[src/hdl/socd_pkg.sv]
package socd_pkg;

	localparam int KEY_W = 16;
	localparam int CFG_IDX_W = 3;

	typedef logic [KEY_W-1:0] key_t;

	typedef enum logic [1:0] {
		ACT_PASS    = 2'd0,
		ACT_PRESS   = 2'd1,
		ACT_RELEASE = 2'd2
	} action_t;

	// register indexes on the config port
	localparam logic [CFG_IDX_W-1:0] CFG_LEFT   = 3'd0;
	localparam logic [CFG_IDX_W-1:0] CFG_RIGHT  = 3'd1;
	localparam logic [CFG_IDX_W-1:0] CFG_UP     = 3'd2;
	localparam logic [CFG_IDX_W-1:0] CFG_DOWN   = 3'd3;
	localparam logic [CFG_IDX_W-1:0] CFG_TOGGLE = 3'd4;

	localparam key_t LEFT_RST   = 16'd4;
	localparam key_t RIGHT_RST  = 16'd7;
	localparam key_t UP_RST     = 16'd26;
	localparam key_t DOWN_RST   = 16'd22;
	localparam key_t TOGGLE_RST = 16'd104;

	typedef struct packed {
		action_t action;
		key_t    code;
		logic    last;
	} res_t;

endpackage

[src/hdl/socd_in_if.sv]
interface socd_in_if import socd_pkg::*; ();
	logic valid;
	logic ready;
	key_t key_code;
	logic key_pressed;

	modport source(output valid, output key_code, output key_pressed, input ready);
	modport sink(input valid, input key_code, input key_pressed, output ready);
endinterface

[src/hdl/socd_out_if.sv]
interface socd_out_if import socd_pkg::*; ();
	logic       valid;
	logic       ready;
	logic [1:0] action;
	key_t       out_code;
	logic       last;

	modport source(output valid, output action, output out_code, output last, input ready);
	modport sink(input valid, input action, input out_code, input last, output ready);
endinterface

[src/hdl/socd_last_input_cleaner.sv]
// flow: an accepted key event is held in the input register and moves on into the
//   result register pair once that has room; only then is its result offered
// throughput: one event per cycle while each event makes at most one result and
//   the output is ready; an event that makes two results holds the pipe until
//   both have been taken from the result register pair
// reset: pair state cleared, cleaning off, key registers back to their defaults
module socd_last_input_cleaner import socd_pkg::*; (
	input  logic                 clk,
	input  logic                 arst_n,
	input  logic                 cfg_we,
	input  logic [CFG_IDX_W-1:0] cfg_index,
	input  key_t                 cfg_data,
	socd_in_if.sink              in_ch,
	socd_out_if.source           out_ch
);

	key_t left_q, right_q, up_q, down_q, toggle_q;

	logic [3:0] held_q, rep_q;
	logic       cleaning_q;

	logic valid_s1;
	key_t code_s1;
	logic pressed_s1;

	res_t       res0_q, res1_q;
	logic [1:0] cnt_q;

	logic       in_take, out_take, room, s1_fire;
	logic       is_tog, hit;
	logic [1:0] slot;
	logic [3:0] me, other, held_d, rep_d, rep_mid;
	logic       clean_d;
	logic       e1, e2;
	res_t       ev1, ev2, r0, r1;
	logic [1:0] n_c;

	function automatic key_t pick_code(input logic [1:0] s, input key_t l, input key_t r,
			input key_t u, input key_t d);
		case (s)
			2'd0:    pick_code = l;
			2'd1:    pick_code = r;
			2'd2:    pick_code = u;
			default: pick_code = d;
		endcase
	endfunction

	assign in_take  = in_ch.valid && in_ch.ready;
	assign out_take = out_ch.valid && out_ch.ready;
	// the pair buffer must be empty by the next edge before a new request moves in
	assign room     = (cnt_q == 2'd0) || (cnt_q == 2'd1 && out_take);
	assign s1_fire  = valid_s1 && room;
	assign in_ch.ready = !valid_s1 || s1_fire;

	assign out_ch.valid    = (cnt_q != 2'd0);
	assign out_ch.action   = res0_q.action;
	assign out_ch.out_code = res0_q.code;
	assign out_ch.last     = res0_q.last;

	always_comb begin
		is_tog = (code_s1 == toggle_q);
		hit  = 1'b1;
		slot = 2'd0;
		if (code_s1 == left_q) begin
			slot = 2'd0;
		end else if (code_s1 == right_q) begin
			slot = 2'd1;
		end else if (code_s1 == up_q) begin
			slot = 2'd2;
		end else if (code_s1 == down_q) begin
			slot = 2'd3;
		end else begin
			hit = 1'b0;
		end
		me    = 4'b0001 << slot;
		other = 4'b0001 << (slot ^ 2'd1);

		held_d  = held_q;
		rep_d   = rep_q;
		rep_mid = rep_q;
		clean_d = cleaning_q;
		e1  = 1'b0;
		e2  = 1'b0;
		ev1 = '{action: ACT_RELEASE, code: pick_code(slot ^ 2'd1, left_q, right_q, up_q,
			down_q), last: 1'b0};
		ev2 = '{action: ACT_PRESS, code: pick_code(slot, left_q, right_q, up_q, down_q),
			last: 1'b0};
		r0  = '{action: ACT_PASS, code: code_s1, last: 1'b1};
		r1  = r0;
		n_c = 2'd0;

		if (is_tog) begin
			if (pressed_s1) begin
				clean_d = !cleaning_q;
			end
		end else if (cleaning_q && hit) begin
			if (pressed_s1) begin
				held_d = held_q | me;
				e1 = |(rep_q & other);
				e2 = !(|(rep_q & me));
				rep_d = (rep_q & ~other) | me;
			end else begin
				held_d  = held_q & ~me;
				e1      = |(rep_q & me);
				rep_mid = rep_q & ~me;
				// opposite key comes back if still held and not reported
				e2      = |(held_d & other) && !(|(rep_mid & other));
				rep_d   = rep_mid | (e2 ? other : 4'b0000);
				ev1.code = pick_code(slot, left_q, right_q, up_q, down_q);
				ev2.code = pick_code(slot ^ 2'd1, left_q, right_q, up_q, down_q);
			end
			if (e1 && e2) begin
				r0 = ev1;
				r1 = ev2;
				r1.last = 1'b1;
				n_c = 2'd2;
			end else if (e1) begin
				r0 = ev1;
				r0.last = 1'b1;
				n_c = 2'd1;
			end else if (e2) begin
				r0 = ev2;
				r0.last = 1'b1;
				n_c = 2'd1;
			end
		end else begin
			n_c = 2'd1;
		end
	end

	always_ff @(posedge clk or negedge arst_n) begin
		if (!arst_n) begin
			left_q     <= LEFT_RST;
			right_q    <= RIGHT_RST;
			up_q       <= UP_RST;
			down_q     <= DOWN_RST;
			toggle_q   <= TOGGLE_RST;
			held_q     <= 4'b0000;
			rep_q      <= 4'b0000;
			cleaning_q <= 1'b0;
			valid_s1   <= 1'b0;
			cnt_q      <= 2'd0;
		end else begin
			if (cfg_we) begin
				case (cfg_index)
					CFG_LEFT:   left_q   <= cfg_data;
					CFG_RIGHT:  right_q  <= cfg_data;
					CFG_UP:     up_q     <= cfg_data;
					CFG_DOWN:   down_q   <= cfg_data;
					CFG_TOGGLE: toggle_q <= cfg_data;
					default: ;
				endcase
			end
			if (in_take) begin
				valid_s1 <= 1'b1;
			end else if (s1_fire) begin
				valid_s1 <= 1'b0;
			end
			if (s1_fire) begin
				held_q     <= held_d;
				rep_q      <= rep_d;
				cleaning_q <= clean_d;
				cnt_q      <= n_c;
			end else if (out_take) begin
				cnt_q <= cnt_q - 2'd1;
			end
		end
	end

	always_ff @(posedge clk) begin
		if (in_take) begin
			code_s1    <= in_ch.key_code;
			pressed_s1 <= in_ch.key_pressed;
		end
		if (s1_fire) begin
			res0_q <= r0;
			res1_q <= r1;
		end else if (out_take) begin
			res0_q <= res1_q;
		end
	end

	// at most one key of each pair is ever reported down
	a_pair_excl: assert property (@(posedge clk) disable iff (!arst_n)
		!(rep_q[0] && rep_q[1]) && !(rep_q[2] && rep_q[3]))
		else $error("both keys of a pair reported down");

	// a key is only reported down while physically held
	a_rep_held: assert property (@(posedge clk) disable iff (!arst_n)
		(rep_q & ~held_q) == 4'b0000)
		else $error("reported key not held");

	a_two_first: assert property (@(posedge clk) disable iff (!arst_n)
		cnt_q == 2'd2 |-> !res0_q.last && res1_q.last)
		else $error("last flag misplaced in full buffer");

	a_one_last: assert property (@(posedge clk) disable iff (!arst_n)
		cnt_q == 2'd1 |-> res0_q.last)
		else $error("single pending result without last");

	a_toggle: assert property (@(posedge clk) disable iff (!arst_n)
		s1_fire && is_tog && pressed_s1 |=> cleaning_q != $past(cleaning_q))
		else $error("toggle press did not flip cleaning");

endmodule
[src/flat_wrapper.sv]
// flat-port wrapper written by rule: the top's interface ports become plain ports
module socd_last_input_cleaner_flat import socd_pkg::*;
  (clk, arst_n, cfg_we, cfg_index, cfg_data, in_ch_valid, in_ch_key_code, in_ch_key_pressed, in_ch_ready, out_ch_valid, out_ch_action, out_ch_out_code, out_ch_last, out_ch_ready);
  socd_in_if in_ch_i ();
  socd_out_if out_ch_i ();
  input  logic clk;
  input  logic arst_n;
  input  logic cfg_we;
  input  logic [CFG_IDX_W-1:0] cfg_index;
  input  key_t cfg_data;
  input wire logic [$bits(in_ch_i.valid)-1:0] in_ch_valid;
  input wire logic [$bits(in_ch_i.key_code)-1:0] in_ch_key_code;
  input wire logic [$bits(in_ch_i.key_pressed)-1:0] in_ch_key_pressed;
  output wire logic [$bits(in_ch_i.ready)-1:0] in_ch_ready;
  output wire logic [$bits(out_ch_i.valid)-1:0] out_ch_valid;
  output wire logic [$bits(out_ch_i.action)-1:0] out_ch_action;
  output wire logic [$bits(out_ch_i.out_code)-1:0] out_ch_out_code;
  output wire logic [$bits(out_ch_i.last)-1:0] out_ch_last;
  input wire logic [$bits(out_ch_i.ready)-1:0] out_ch_ready;
  assign in_ch_i.valid = in_ch_valid;
  assign in_ch_i.key_code = in_ch_key_code;
  assign in_ch_i.key_pressed = in_ch_key_pressed;
  assign in_ch_ready = in_ch_i.ready;
  assign out_ch_valid = out_ch_i.valid;
  assign out_ch_action = out_ch_i.action;
  assign out_ch_out_code = out_ch_i.out_code;
  assign out_ch_last = out_ch_i.last;
  assign out_ch_i.ready = out_ch_ready;
  socd_last_input_cleaner u_core (.clk(clk), .arst_n(arst_n), .cfg_we(cfg_we), .cfg_index(cfg_index), .cfg_data(cfg_data), .in_ch(in_ch_i), .out_ch(out_ch_i));
endmodule
[config.mk]
export PLATFORM = sky130hd
export DESIGN_NAME = socd_last_input_cleaner_flat
export DESIGN_NICKNAME = d
export VERILOG_FILES = /design/src/hdl/socd_pkg.sv /design/src/hdl/socd_in_if.sv /design/src/hdl/socd_out_if.sv /design/src/hdl/socd_last_input_cleaner.sv /design/src/flat_wrapper.sv
export SDC_FILE = /design/constraint.sdc
export NUM_CORES = 1
export LEC_CHECK = 0
export BUFFER_PORTS_ARGS = -buffer_cell sky130_fd_sc_hd__buf_2
export CAP_MARGIN = 40
export CORE_MARGIN = 5
export CORE_UTILIZATION = 60
export DETAILED_ROUTE_END_ITERATION = 16
export MAX_ROUTING_LAYER = met4
export PLACE_DENSITY = 0.8
export REMOVE_ABC_BUFFERS = 1
export SYNTH_ARGS = -nofsm -noshare
export SYNTH_HDL_FRONTEND = slang
export SYNTH_SLANG_ARGS = --single-unit
[constraint.sdc]
create_clock -name clk -period 11.6 [get_ports clk]
set_input_delay 1.74 -clock clk [delete_from_list [all_inputs] [get_ports clk]]
set_output_delay 1.74 -clock clk [all_outputs]
set_load 0.03 [all_outputs]
==> out/qor.csv, run 1 <==
stage;metric;value;unit
outcome;status;complete, no violations;
clocking;Clock Tree Root;clkbuf_16;
critical_path;CP startpoint kind;flop;
critical_path;r2r setup slk;6.84;ns
placement;GP Congestion;0.931;
clocking;CTS hold repair buffers;0;
route;DRC;0;
placement;DP Wirelength;13700;um
sta;setup ws final;6.84;ns
flow_run;max-cap violations;0;
cells_and_area;fill count;902;
critical_path;Worst EP arrival;4.94;ns
sta;Worst-Margin Slew;0.907;ns
yosys;Async S/R FF share, synth;0.634;
worst_hold_path;Hold Crit Start;u_core.cleaning_q$_DFFE_PN0P_;
cells_and_area;share of layout cells above drive strength 1;0.323;
yosys;Cell Area, Synth;7900;um2
global_routing;Total GRT Usage;0.266;
global_routing;largest net degree at the start of global routing;48;
global_routing;first-pass GRT wire length;31300;um
route;via count;5436;
power;PwrDens;229;nW/um2
clocking;Clock Latency Late Sink;0.43;ns
clocking;Post-CTS Setup Inserts;0;
cells_and_area;Ant. Diodes;0;
critical_path;cells on worst reg2reg path;11;
yosys;sequential share of the synthesized area;0.495;
critical_path;slowest CP cell;nor4_1;
sta;Finish-stage setup viols;0;
clocking;CTS tree;yes;
die;DIE WIDTH;125;um
sta;Final Hold Vio Count;0;
die;Die ar.;15600;um2
die;I/O pin count;62;
sta;final period utilization;0.411;
critical_path;CP bufs+invs;1;
power;Final Power;0.00206;W
yosys;cells after synthesis;654;
clocking;number of H-tree levels;4;
critical_path;worst-path fanout max;17;
critical_path;WS Path Type;reg2reg;
global_routing;number of global-route vias before repair;5732;
yosys;Yosys cell types;45;
cells_and_area;P&R area growth vs syn;13.9;%
critical_path;cells along the critical path;xor2_1, nor4_1, nand4_1, a211oi_4, mux2i_1, mux2i_1, mux2i_4, buf_16, ha_1, nand2_1, mux2_2;
route;drt total wl;19800;um
critical_path;Reg-to-Reg End;u_core.res1_q[10]$_DFFE_PP_;
worst_hold_path;Worst Hold Path EP;u_core.cleaning_q$_DFFE_PN0P_;
clocking;Clock transition at path regs;0.06;ns
die;Placeable Area;13100;um2
die;site row count;42;
critical_path;Worst Path Required;11.78;ns
critical_path;most used cell along the critical path;mux2i_1;
placement;input/output buffers;61;
sta;Slew HR;0.394;
yosys;yosys synthesis warning count;0;
power;IR drop worst, VDD;0.120;mV
route;WL per Instance;22.1;um
sta;unrepaired setup endpoints after global routing;false;
global_routing;grt total ovfl;0;
critical_path;Largest stage delay, worst path;0.60;ns
sta;final hold slack;0.484;ns
clocking;CTS resizes;0;
clocking;CTS sink count;145;
critical_path;Largest delay share family, worst path;multiplexers;
sta;Final Max Slew Viols;0;
die;Initial Util;0.604;
yosys;#FFs+latches synth;145;
global_routing;initial antenna violation count;0;
route;post-DR vias/cell;6.07;
power;leakage power total;3.64;nW
placement;Setup WS pre-CTS;7.01;ns
route;1st-pass router iterations;5;
yosys;Avg Inst Size Synth;12.1;um2
die;chip height;125;um
sta;final setup TNS;0;ns
worst_hold_path;Cells on Worst Hold Path;1;
critical_path;Reg2Reg Launch Point;u_core.code_s1[8]$_DFFE_PP_;
clocking;number of buffers created by CTS;17;
sta;Max Clock Skew;0.00679;ns
critical_path;Worst setup EP type;flop;
worst_hold_path;HP Class;reg2reg;
route;Initial DRC Count;487;
route;Antenna Nets Post-Route;0;
cells_and_area;final design utilization;0.687;
yosys;EDFF count, synth;53;
yosys;Main synth FF type;dfrtp_1;
sta;min Tclk post-route;4.76;ns
sta;FMAX;210;MHz
clocking;largest buffer count on any clock path;2;
cells_and_area;Final #Nets;751;
-- state kept, by name, indices dropped and copies added, names as in the netlist, 2 cells and up, named ones only --
name	flops
u_core.cnt_q	2
u_core.code_s1	16
u_core.right_q	16
u_core.out_ch.out_code	16
u_core.up_q	16
u_core.res1_q	17
u_core.down_q	16
u_core.out_ch.action	2
u_core.left_q	16
u_core.toggle_q	16
-- cell usage in the layout (no fill, tap or decap), drive strengths merged, types with 5 or more instances in the layout --
cell / instances
buf: 76
mux2i: 70
a21oi: 18
a2bb2oi: 5
clkinv: 6
dfstp: 13
a31oi: 15
xor2: 49
xnor2: 33
o21ai: 19
nor4: 14
nand4: 12
edfxtp: 53
inv: 12
mux2: 100
nor2: 34
nand2: 45
nand2b: 9
dfrtp: 79
clkbuf: 19
-- cell families (layout without fill, tap and decap cells) --
family,after synthesis,after routing,synth area share
buf+inv,53,118,0.0363
mux,170,170,0.233
compound gates,65,65,0.0510
xor+xnor,82,82,0.0909
fa+ha+maj,4,4,0.00634
simple gates,135,135,0.0871
flops,145,145,0.495
-- worst max-delay path by stage --
stage	depth (start not counted)	start	slack (ns)	to
5_1_grt	11	u_core.code_s1[8]$_DFFE_PP_	6.69	u_core.res1_q[10]$_DFFE_PP_
4_1_cts	11	u_core.code_s1[8]$_DFFE_PP_	6.90	u_core.res1_q[10]$_DFFE_PP_
6_report	11	u_core.code_s1[8]$_DFFE_PP_	6.84	u_core.res1_q[10]$_DFFE_PP_
3_3_place_gp	10	u_core.code_s1[12]$_DFFE_PP_	6.93	u_core.res1_q[14]$_DFFE_PP_
2_1_floorplan	10	u_core.code_s1[1]$_DFFE_PP_	5.85	u_core.res1_q[10]$_DFFE_PP_
3_5_place_dp	11	u_core.code_s1[12]$_DFFE_PP_	7.01	u_core.res1_q[10]$_DFFE_PP_
-- layer usage --
layer	share of wire	routed length (um)	track usage
met4	0.027	533	0.110
met2	0.50	9830	0.424
met5	0	0	-
met1	0.42	8280	0.336
met3	0.057	1120	0.0519
-- worst reg2reg max path, delay by kind of cell, from the launching register on --
kind	cells	cell delay [ns]
compound gates	1	0.47
mux	4	1.44
simple gates	3	1.39
fa+ha+maj	1	0.20
buf+inv	1	0.22
flops	1	0.55
xor+xnor	1	0.24
-- final cells by class --
| class | count | area [um2] | area share |
|---|---|---|---|
| inverters | 10 | 37.5 | 0.00417 |
| repair buffers | 76 | 494 | 0.0549 |
| multi-input cells | 456 | 3720 | 0.414 |
| well taps | 176 | 220 | 0.0245 |
| clock buffers | 19 | 454 | 0.0505 |
| flip-flops and latches | 145 | 3910 | 0.435 |
| clock inverters | 13 | 159 | 0.0177 |
-- cells in the mapped netlist (all sizes together), types with 2 or more instances --
cell type / n / area [um2]
a2bb2oi: 5 / 43.8
nor4: 14 / 119
dfrtp: 79 / 1980
ha: 4 / 50.1
o211ai: 3 / 22.5
nand3: 4 / 20.0
and4: 3 / 26.3
o41ai: 2 / 17.5
and2: 4 / 25.0
nor3: 2 / 10.0
clkbuf: 15 / 56.3
nand4: 12 / 75.1
buf: 28 / 193
nand2: 45 / 169
nor2: 34 / 128
o21ai: 19 / 95.1
a31oi: 15 / 93.8
or4: 2 / 18.8
xor2: 49 / 429
nand2b: 9 / 56.3
a21oi: 18 / 101
edfxtp: 53 / 1590
xnor2: 33 / 289
inv: 10 / 37.5
dfstp: 13 / 342
mux2: 100 / 1130
mux2i: 70 / 713
-- per-stage QoR --
step                area, um2  instances
floorplan                7650        611
global placement         8260        856
detailed placement       8380        863
CTS                      8990        895
global route             8990        895
finish                   8990        895
-- power breakdown --
| part | switching, W | leakage [nW] | internal [W] | total, W |
|---|---|---|---|---|
| clock network | 0.000216 | 0.299 | 0.000350 | 0.000566 |
| logic | 0.000405 | 1.73 | 0.000262 | 0.000667 |
| registers | 0.000115 | 1.61 | 0.000714 | 0.000829 |
| total | 0.000736 | 3.64 | 0.00133 | 0.00206 |
No activity file was read; power rests on OpenSTA's default activity.
==> run 2, diff against run 1 <==
Settings changed: CORE_UTILIZATION 60 to 55, PLACE_DENSITY 0.8 to 0.77.
Clock period 11.6 ns to 4.31 ns, I/O delays scaled along.
==> out/qor.csv, run 2 (synthesis results as in run 1) <==
stage;metric;value;unit;change
outcome;status;complete, no violations;;
placement;input/output buffers;61;;unchanged
clocking;Clock Latency Late Sink;0.43;ns;about the same
route;Initial DRC Count;466;;-4.3%
sta;Worst-Margin Slew;0.692;ns;-0.215 ns
sta;Final Max Slew Viols;0;;unchanged
cells_and_area;share of layout cells above drive strength 1;0.326;;+0.00285
critical_path;worst-path fanout max;9;;-8
cells_and_area;Top reg by flops;u_core.res1_q;;
sta;Finish-stage setup viols;0;;unchanged
die;Placeable Area;14000;um2;+6.9%
clocking;CTS sink count;145;;unchanged
global_routing;grt total ovfl;0;;unchanged
cells_and_area;commonest non-fill, non-tap cells in the layout;mux2_2 (99), dfrtp_1 (79), mux2i_1 (69), buf_2 (60), edfxtp_1 (53);;
cells_and_area;commonest non-fill, non-tap cell in the layout;mux2_2;;
global_routing;first-pass GRT wire length;31900;um;+2.1%
critical_path;CP bufs+invs;2;;+1
clocking;number of H-tree levels;4;;unchanged
flow_run;max-cap violations;0;;unchanged
die;DIE WIDTH;130;um;+4.1%
sta;final period utilization;0.945;;+0.535
clocking;CTS hold repair buffers;0;;unchanged
critical_path;Worst EP arrival;4.35;ns;-0.59 ns
cells_and_area;fill count;1066;;+18%
critical_path;CP startpoint kind;flop;;
die;Initial Util;0.565;;-0.0390
global_routing;number of global-route vias before repair;5885;;+2.7%
placement;DP Wirelength;14200;um;+3.7%
clocking;number of buffers created by CTS;17;;unchanged
cells_and_area;Ant. Diodes;0;;unchanged
sta;final hold slack;0.229;ns;-0.255 ns
die;I/O pin count;62;;unchanged
clocking;Clock Tree Root;clkbuf_16;;
clocking;Clock transition at path regs;0.06;ns;about the same
critical_path;most used cell along the critical path;mux2i_1;;
critical_path;Largest delay share family, worst path;compound AO/OA/AOI/OAI gates;;
route;post-DR vias/cell;6.13;;+0.88%
power;IR drop worst, VDD;0.378;mV;+210%
route;Antenna Nets Post-Route;0;;unchanged
cells_and_area;P&R area growth vs syn;14.8;%;
critical_path;WS Path Type;reg2reg;;
sta;min Tclk post-route;4.07;ns;-0.688 ns
critical_path;slowest CP cell;nor4_1;;
power;PwrDens;613;nW/um2;+170%
global_routing;largest net degree at the start of global routing;48;;unchanged
cells_and_area;Final #Nets;757;;+0.80%
die;Die ar.;16900;um2;+8.4%
sta;Slew HR;0.537;;+0.144
sta;final setup TNS;0;ns;unchanged
critical_path;Worst Path Required;4.59;ns;-7.19 ns
route;via count;5545;;+2.0%
global_routing;Total GRT Usage;0.262;;-0.00491
sta;FMAX;245;MHz;+17%
cells_and_area;Largest register FFs;17;;unchanged
clocking;CTS tree;yes;;
critical_path;cells along the critical path;xor2_1, nor4_1, nand4_1, a211oi_4, mux2i_1, mux2i_1, mux2i_4, ha_1, inv_1, a21oi_4, buf_4, a31oi_1, o21ai_1;;
critical_path;Largest stage delay, worst path;0.61;ns;about the same
route;WL per Instance;22.4;um;+1.5%
route;1st-pass router iterations;6;;+1
route;drt total wl;20300;um;+2.6%
placement;GP Congestion;1.00;;+7.5%
sta;Max Clock Skew;0.0106;ns;+0.00384 ns
power;leakage power total;3.67;nW;+1.0%
route;DRC;0;;unchanged
global_routing;initial antenna violation count;0;;unchanged
die;chip height;130;um;+4.1%
worst_hold_path;HP Class;in2async;;
sta;Final Hold Vio Count;0;;unchanged
sta;unrepaired setup endpoints after global routing;false;;
critical_path;Worst setup EP type;flop;;
clocking;largest buffer count on any clock path;2;;unchanged
die;site row count;43;;+2.4%
==> run 2: worst paths after layout <==
| kind | from | to | slack [ns] | depth (start not counted) |
|---|---|---|---|---|
| worst max register to register | u_core.code_s1[8]$_DFFE_PP_ | u_core.out_ch.out_code[6]$_DFFE_PP_ | 0.24 | 13 |
| worst min register to register | u_core.cleaning_q$_DFFE_PN0P_ | u_core.cleaning_q$_DFFE_PN0P_ | 0.48 | 1 |
| min in group clk | in_ch_key_code[13] | u_core.code_s1[13]$_DFFE_PP_ | 0.39 | 1 |
| worst max-delay path | u_core.code_s1[8]$_DFFE_PP_ | u_core.out_ch.out_code[6]$_DFFE_PP_ | 0.24 | 13 |
| max in group asynchronous | arst_n | u_core.up_q[3]$_DFFE_PN1P_ | 3.39 | 2 |
| worst min-delay path | arst_n | u_core.toggle_q[2]$_DFFE_PN0P_ | 0.23 | 1 |
==> run 2: cell type report <==
class | instances | area (um2) | share of cell area
inverter | 10 | 37.5 | 0.00414
timing repair buffer | 82 | 541 | 0.0596
clock inverter | 10 | 158 | 0.0174
tap | 180 | 225 | 0.0248
multi-input combinational | 456 | 3730 | 0.412
sequential | 145 | 3910 | 0.431
clock buffer | 22 | 464 | 0.0512
==> run 2: worst reg2reg max path, stage by stage, from the launching register on <==
cell and delay (ns):
edfxtp_1 0.55, xor2_1 0.22, nor4_1 0.61, nand4_1 0.25, a211oi_4 0.49, mux2i_1 0.30, mux2i_1 0.15, mux2i_4 0.18
ha_1 0.21, inv_1 0.10, a21oi_4 0.36, buf_4 0.28, a31oi_1 0.11, o21ai_1 0.10
==> run 2: timing repair <==
item	CTS	global route
setup endpoints to repair	0	11
gates resized for setup	0	2
buffers inserted	0	0
==> run 2: power breakdown <==
group | switching [W] | total [W] | internal (W)
combinational | 0.00109 | 0.00177 | 0.000682
clock | 0.000557 | 0.00155 | 0.000996
sequential | 0.000313 | 0.00224 | 0.00192
==> run 2: metrics by stage <==
stage,total power [W],instances,setup WS [ns],area [um2],utilization
finish,0.00556,905,0.235,9070,0.648
global route,0.00582,905,0.105,9070,0.648
floorplan,0.00336,611,-1.44,7650,-
detailed placement,0.00400,873,0.292,8430,0.603
CTS,0.00556,905,0.253,9050,0.647
global placement,0.00389,868,0.485,8320,0.595
==> run 2: routing by layer <==
layer / GRT usage / vias to the layer above / part of all wire
met2: 0.401 / 252 / 0.48
met5: - / - / 0
met4: 0.120 / 0 / 0.033
met3: 0.0663 / 54 / 0.076
li1: - / 2455 / -
met1: 0.328 / 2784 / 0.41
==> run 3, diff against run 2 <==
Settings changed: ABC_AREA set to 1, CORE_UTILIZATION 55 to 56, PLACE_DENSITY 0.77 to 0.78, REMOVE_ABC_BUFFERS 1 to unset.
==> out/qor.csv, run 3 <==
stage;metric;value;unit;change
critical_path;worst-path fanout max;18;;+9
clocking;CTS sink count;145;;unchanged
cells_and_area;Multi-input gate area;4560;um2;+22%
clocking;Clock transition at path regs;0.06;ns;about the same
cells_and_area;Top reg by flops;u_core.res1_q;;
route;WL per Instance;17.6;um;-21%
yosys;Synth area leader;dfrtp_1;;
power;IR drop worst, VDD;0.469;mV;+24%
sta;unrepaired setup endpoints after global routing;false;;
sta;Slew HR;0.478;;-0.0593
global_routing;grt total ovfl;0;;unchanged
sta;final period utilization;0.945;;about the same
sta;final hold slack;0.151;ns;-0.0780 ns
clocking;CTS resizes;0;;unchanged
clocking;Clock Tree Root;clkbuf_16;;
critical_path;WS Path Type;reg2reg;;
die;site row count;47;;+9.3%
route;drt total wl;27300;um;+34%
cells_and_area;P&R area growth vs syn;10.7;%;
route;post-DR vias/cell;5.62;;-8.3%
critical_path;Worst EP arrival;4.26;ns;-0.09 ns
sta;final setup TNS;0;ns;unchanged
yosys;top-count cell post-synth;nand2_1;;
sta;Worst-Margin Slew;0.781;ns;+0.0891 ns
worst_hold_path;HP Class;in2async;;
route;Initial DRC Count;1040;;+120%
die;Die ar.;19300;um2;+14%
sta;Max Clock Skew;0.00873;ns;-0.00189 ns
yosys;Cell Area, Synth;9290;um2;+18%
clocking;number of buffers created by CTS;17;;unchanged
clocking;Post-CTS Setup Inserts;0;;unchanged
critical_path;Reg2Reg Launch Point;u_core.code_s1[10]$_DFFE_PP_;;
yosys;Avg Inst Size Synth;7.26;um2;-40%
route;1st-pass router iterations;7;;+1
global_routing;largest net degree at the start of global routing;42;;-13%
placement;post-placement cell area;9670;um2;+15%
cells_and_area;FF/Latch Area;3910;um2;unchanged
critical_path;Worst Path Required;4.49;ns;-0.10 ns
route;via count;8677;;+56%
clocking;number of H-tree levels;4;;unchanged
critical_path;Critical path origin;u_core.code_s1[10]$_DFFE_PP_;;
outcome;status;complete, no violations;;
yosys;EDFF count, synth;53;;unchanged
yosys;sequential share of the synthesized area;0.421;;-0.0741
yosys;synth top area cells;dfrtp_1 (21%), nand2_1 (18%), edfxtp_1 (17%), o21ai_0 (5.8%), nand3_1 (4.7%);;
yosys;Async S/R FF share, synth;0.634;;unchanged
global_routing;Total GRT Usage;0.290;;+0.0286
cells_and_area;share of layout cells above drive strength 1;0.159;;-0.166
power;leakage power total;4.89;nW;+33%
critical_path;Worst setup EP type;flop;;
yosys;Yosys cell types;39;;-13%
yosys;#FFs+latches synth;145;;unchanged
yosys;cells after synthesis;1280;;+96%
critical_path;Worst Setup EP;u_core.out_ch.out_code[13]$_DFFE_PP_;;
sta;min Tclk post-route;4.07;ns;-0.000190 ns
power;PwrDens;535;nW/um2;-13%
critical_path;r2r setup slk;0.24;ns;about the same
route;DRC;0;;unchanged
critical_path;cells on worst reg2reg path;22;;+9
die;DIE WIDTH;139;um;+6.9%
die;chip height;139;um;+6.9%
yosys;syn nets;1325;;
placement;input/output buffers;61;;unchanged
yosys;yosys synthesis warning count;0;;unchanged
sta;Final Hold Vio Count;0;;unchanged
die;Initial Util;0.566;;+0.00149
clocking;Clock Latency Late Sink;0.43;ns;about the same
cells_and_area;Largest register FFs;17;;unchanged
cells_and_area;commonest non-fill, non-tap cells in the layout;nand2_1 (457), o21ai_0 (107), inv_1 (97), nor2_1 (97), nand3_1 (88);;
cells_and_area;fill count;1488;;+40%
sta;FMAX;245;MHz;about the same
sta;Final Max Slew Viols;0;;unchanged
die;I/O pin count;62;;unchanged
route;Antenna Nets Post-Route;0;;unchanged
cells_and_area;commonest non-fill, non-tap cell in the layout;nand2_1;;
flow_run;max-cap violations;0;;unchanged
die;Placeable Area;16400;um2;+17%
global_routing;initial antenna violation count;1;;+1
clocking;CTS hold repair buffers;0;;unchanged
sta;Finish-stage setup viols;0;;unchanged
critical_path;CP startpoint kind;flop;;
yosys;leading cell types by count after synthesis;nand2_1 (457), o21ai_0 (107), nor2_1 (98);;
global_routing;number of global-route vias before repair;7924;;+35%
clocking;largest buffer count on any clock path;2;;unchanged
placement;DP Wirelength;19600;um;+38%
cells_and_area;Post-Layout Inst Area;10300;um2;+13%
global_routing;first-pass GRT wire length;43700;um;+37%
critical_path;Reg-to-Reg End;u_core.out_ch.out_code[13]$_DFFE_PP_;;
power;Final Power;0.00550;W;-1.0%
cells_and_area;final design utilization;0.627;;-0.0217
yosys;Main synth FF type;dfrtp_1;;
cells_and_area;Final #Nets;1356;;+79%
yosys;top-area cell type share of the netlist area;0.213;;-0.0375
placement;GP Congestion;1.02;;+1.8%
clocking;CTS tree;yes;;
## run 3: cell count changes after synthesis, moves of 24 or more
cell / previous run / this run
nand3_1: 4 / 88
xor2_1: 49 / 15
o21ai_0: 10 / 107
nand2_1: 45 / 457
inv_1: 10 / 97
mux2i_1: 69 / 0
inv_2: 0 / 24
mux2_2: 99 / 0
nor2_1: 34 / 98
a21oi_1: 17 / 62
## run 3: final cells by class
| class | instances | area share |
|---|---|---|
| Clock buffer | 23 | 0.0466 |
| Inverter | 123 | 0.0454 |
| Tap cell | 220 | 0.0268 |
| Antenna cell | 1 | 0.000243 |
| Timing Repair Buffer | 77 | 0.0450 |
| Sequential cell | 145 | 0.380 |
| Clock inverter | 9 | 0.0125 |
| Multi-Input combinational cell | 947 | 0.443 |
## run 3: power by group
part	total (W)	internal (W)	switching, W	leakage (nW)
clock network	0.00155	0.000960	0.000588	0.297
registers	0.00223	0.00189	0.000338	1.61
logic	0.00172	0.000549	0.00117	2.98
total	0.00550	0.00340	0.00210	4.89
## run 3: critical path, stage by stage (launching register included)
cell and delay (ns):
edfxtp_1 0.62, inv_2 0.12, nand2_1 0.08, nand2_1 0.07, nor2_2 0.13, nand2_1 0.11, nor2_4 0.14, nand2_4 0.09
inv_2 0.10, nand3_2 0.07, inv_2 0.33, nand2_1 0.12, o21ai_2 0.14, nor2_4 0.08, nand3_4 0.21, nand2_4 0.19
ha_1 0.24, inv_1 0.14, nand3_4 0.27, inv_4 0.27, nand3_1 0.12, nand2_1 0.11, a21oi_2 0.06
## run 3: cell families (layout without fill, tap and decap cells)
logic type / after synthesis / count (layout) / synth area share
AO/OA/AOI/OAI: 197 / 197 / 0.117
flip-flops: 145 / 145 / 0.421
XOR/XNOR: 33 / 33 / 0.0311
AND/OR/NAND/NOR: 713 / 713 / 0.336
adder cells (fa/ha/maj): 4 / 4 / 0.00539
other: 0 / 1 / 0
buffers and inverters: 188 / 232 / 0.0889
## run 3: layer usage
layer  global-route usage  wire length [um]  vias up  part of all wire
met5                    -                 0        -                 0
met4               0.0685               344        0             0.013
met3               0.0555              2930       27              0.11
met2                0.410             11600      467              0.42
met1                0.433             12400     4008              0.46
li1                     -                 -     4175                 -
## run 3: worst min path at each step
stage / start / end / cells past startpoint
5_1_grt: arst_n / u_core.toggle_q[4]$_DFFE_PN0P_ / 1
3_5_place_dp: u_core.toggle_q[5]$_DFFE_PN1P_ / u_core.toggle_q[5]$_DFFE_PN1P_ / 2
3_3_place_gp: u_core.toggle_q[11]$_DFFE_PN0P_ / u_core.toggle_q[11]$_DFFE_PN0P_ / 2
4_1_cts: arst_n / u_core.toggle_q[0]$_DFFE_PN0P_ / 1
2_1_floorplan: arst_n / asynchronous set/reset pin / 0
6_report: arst_n / u_core.toggle_q[4]$_DFFE_PN0P_ / 1
## run 3: through the flow
| stage | worst slack, ns | instances |
|---|---|---|
| final | 0.236 | 1545 |
| after global routing | 0.0613 | 1545 |
| after CTS | 0.345 | 1544 |
| after detailed placement | 0.353 | 1512 |
| after global placement | 0.485 | 1508 |
| after floorplan | 1.35 | 1280 |
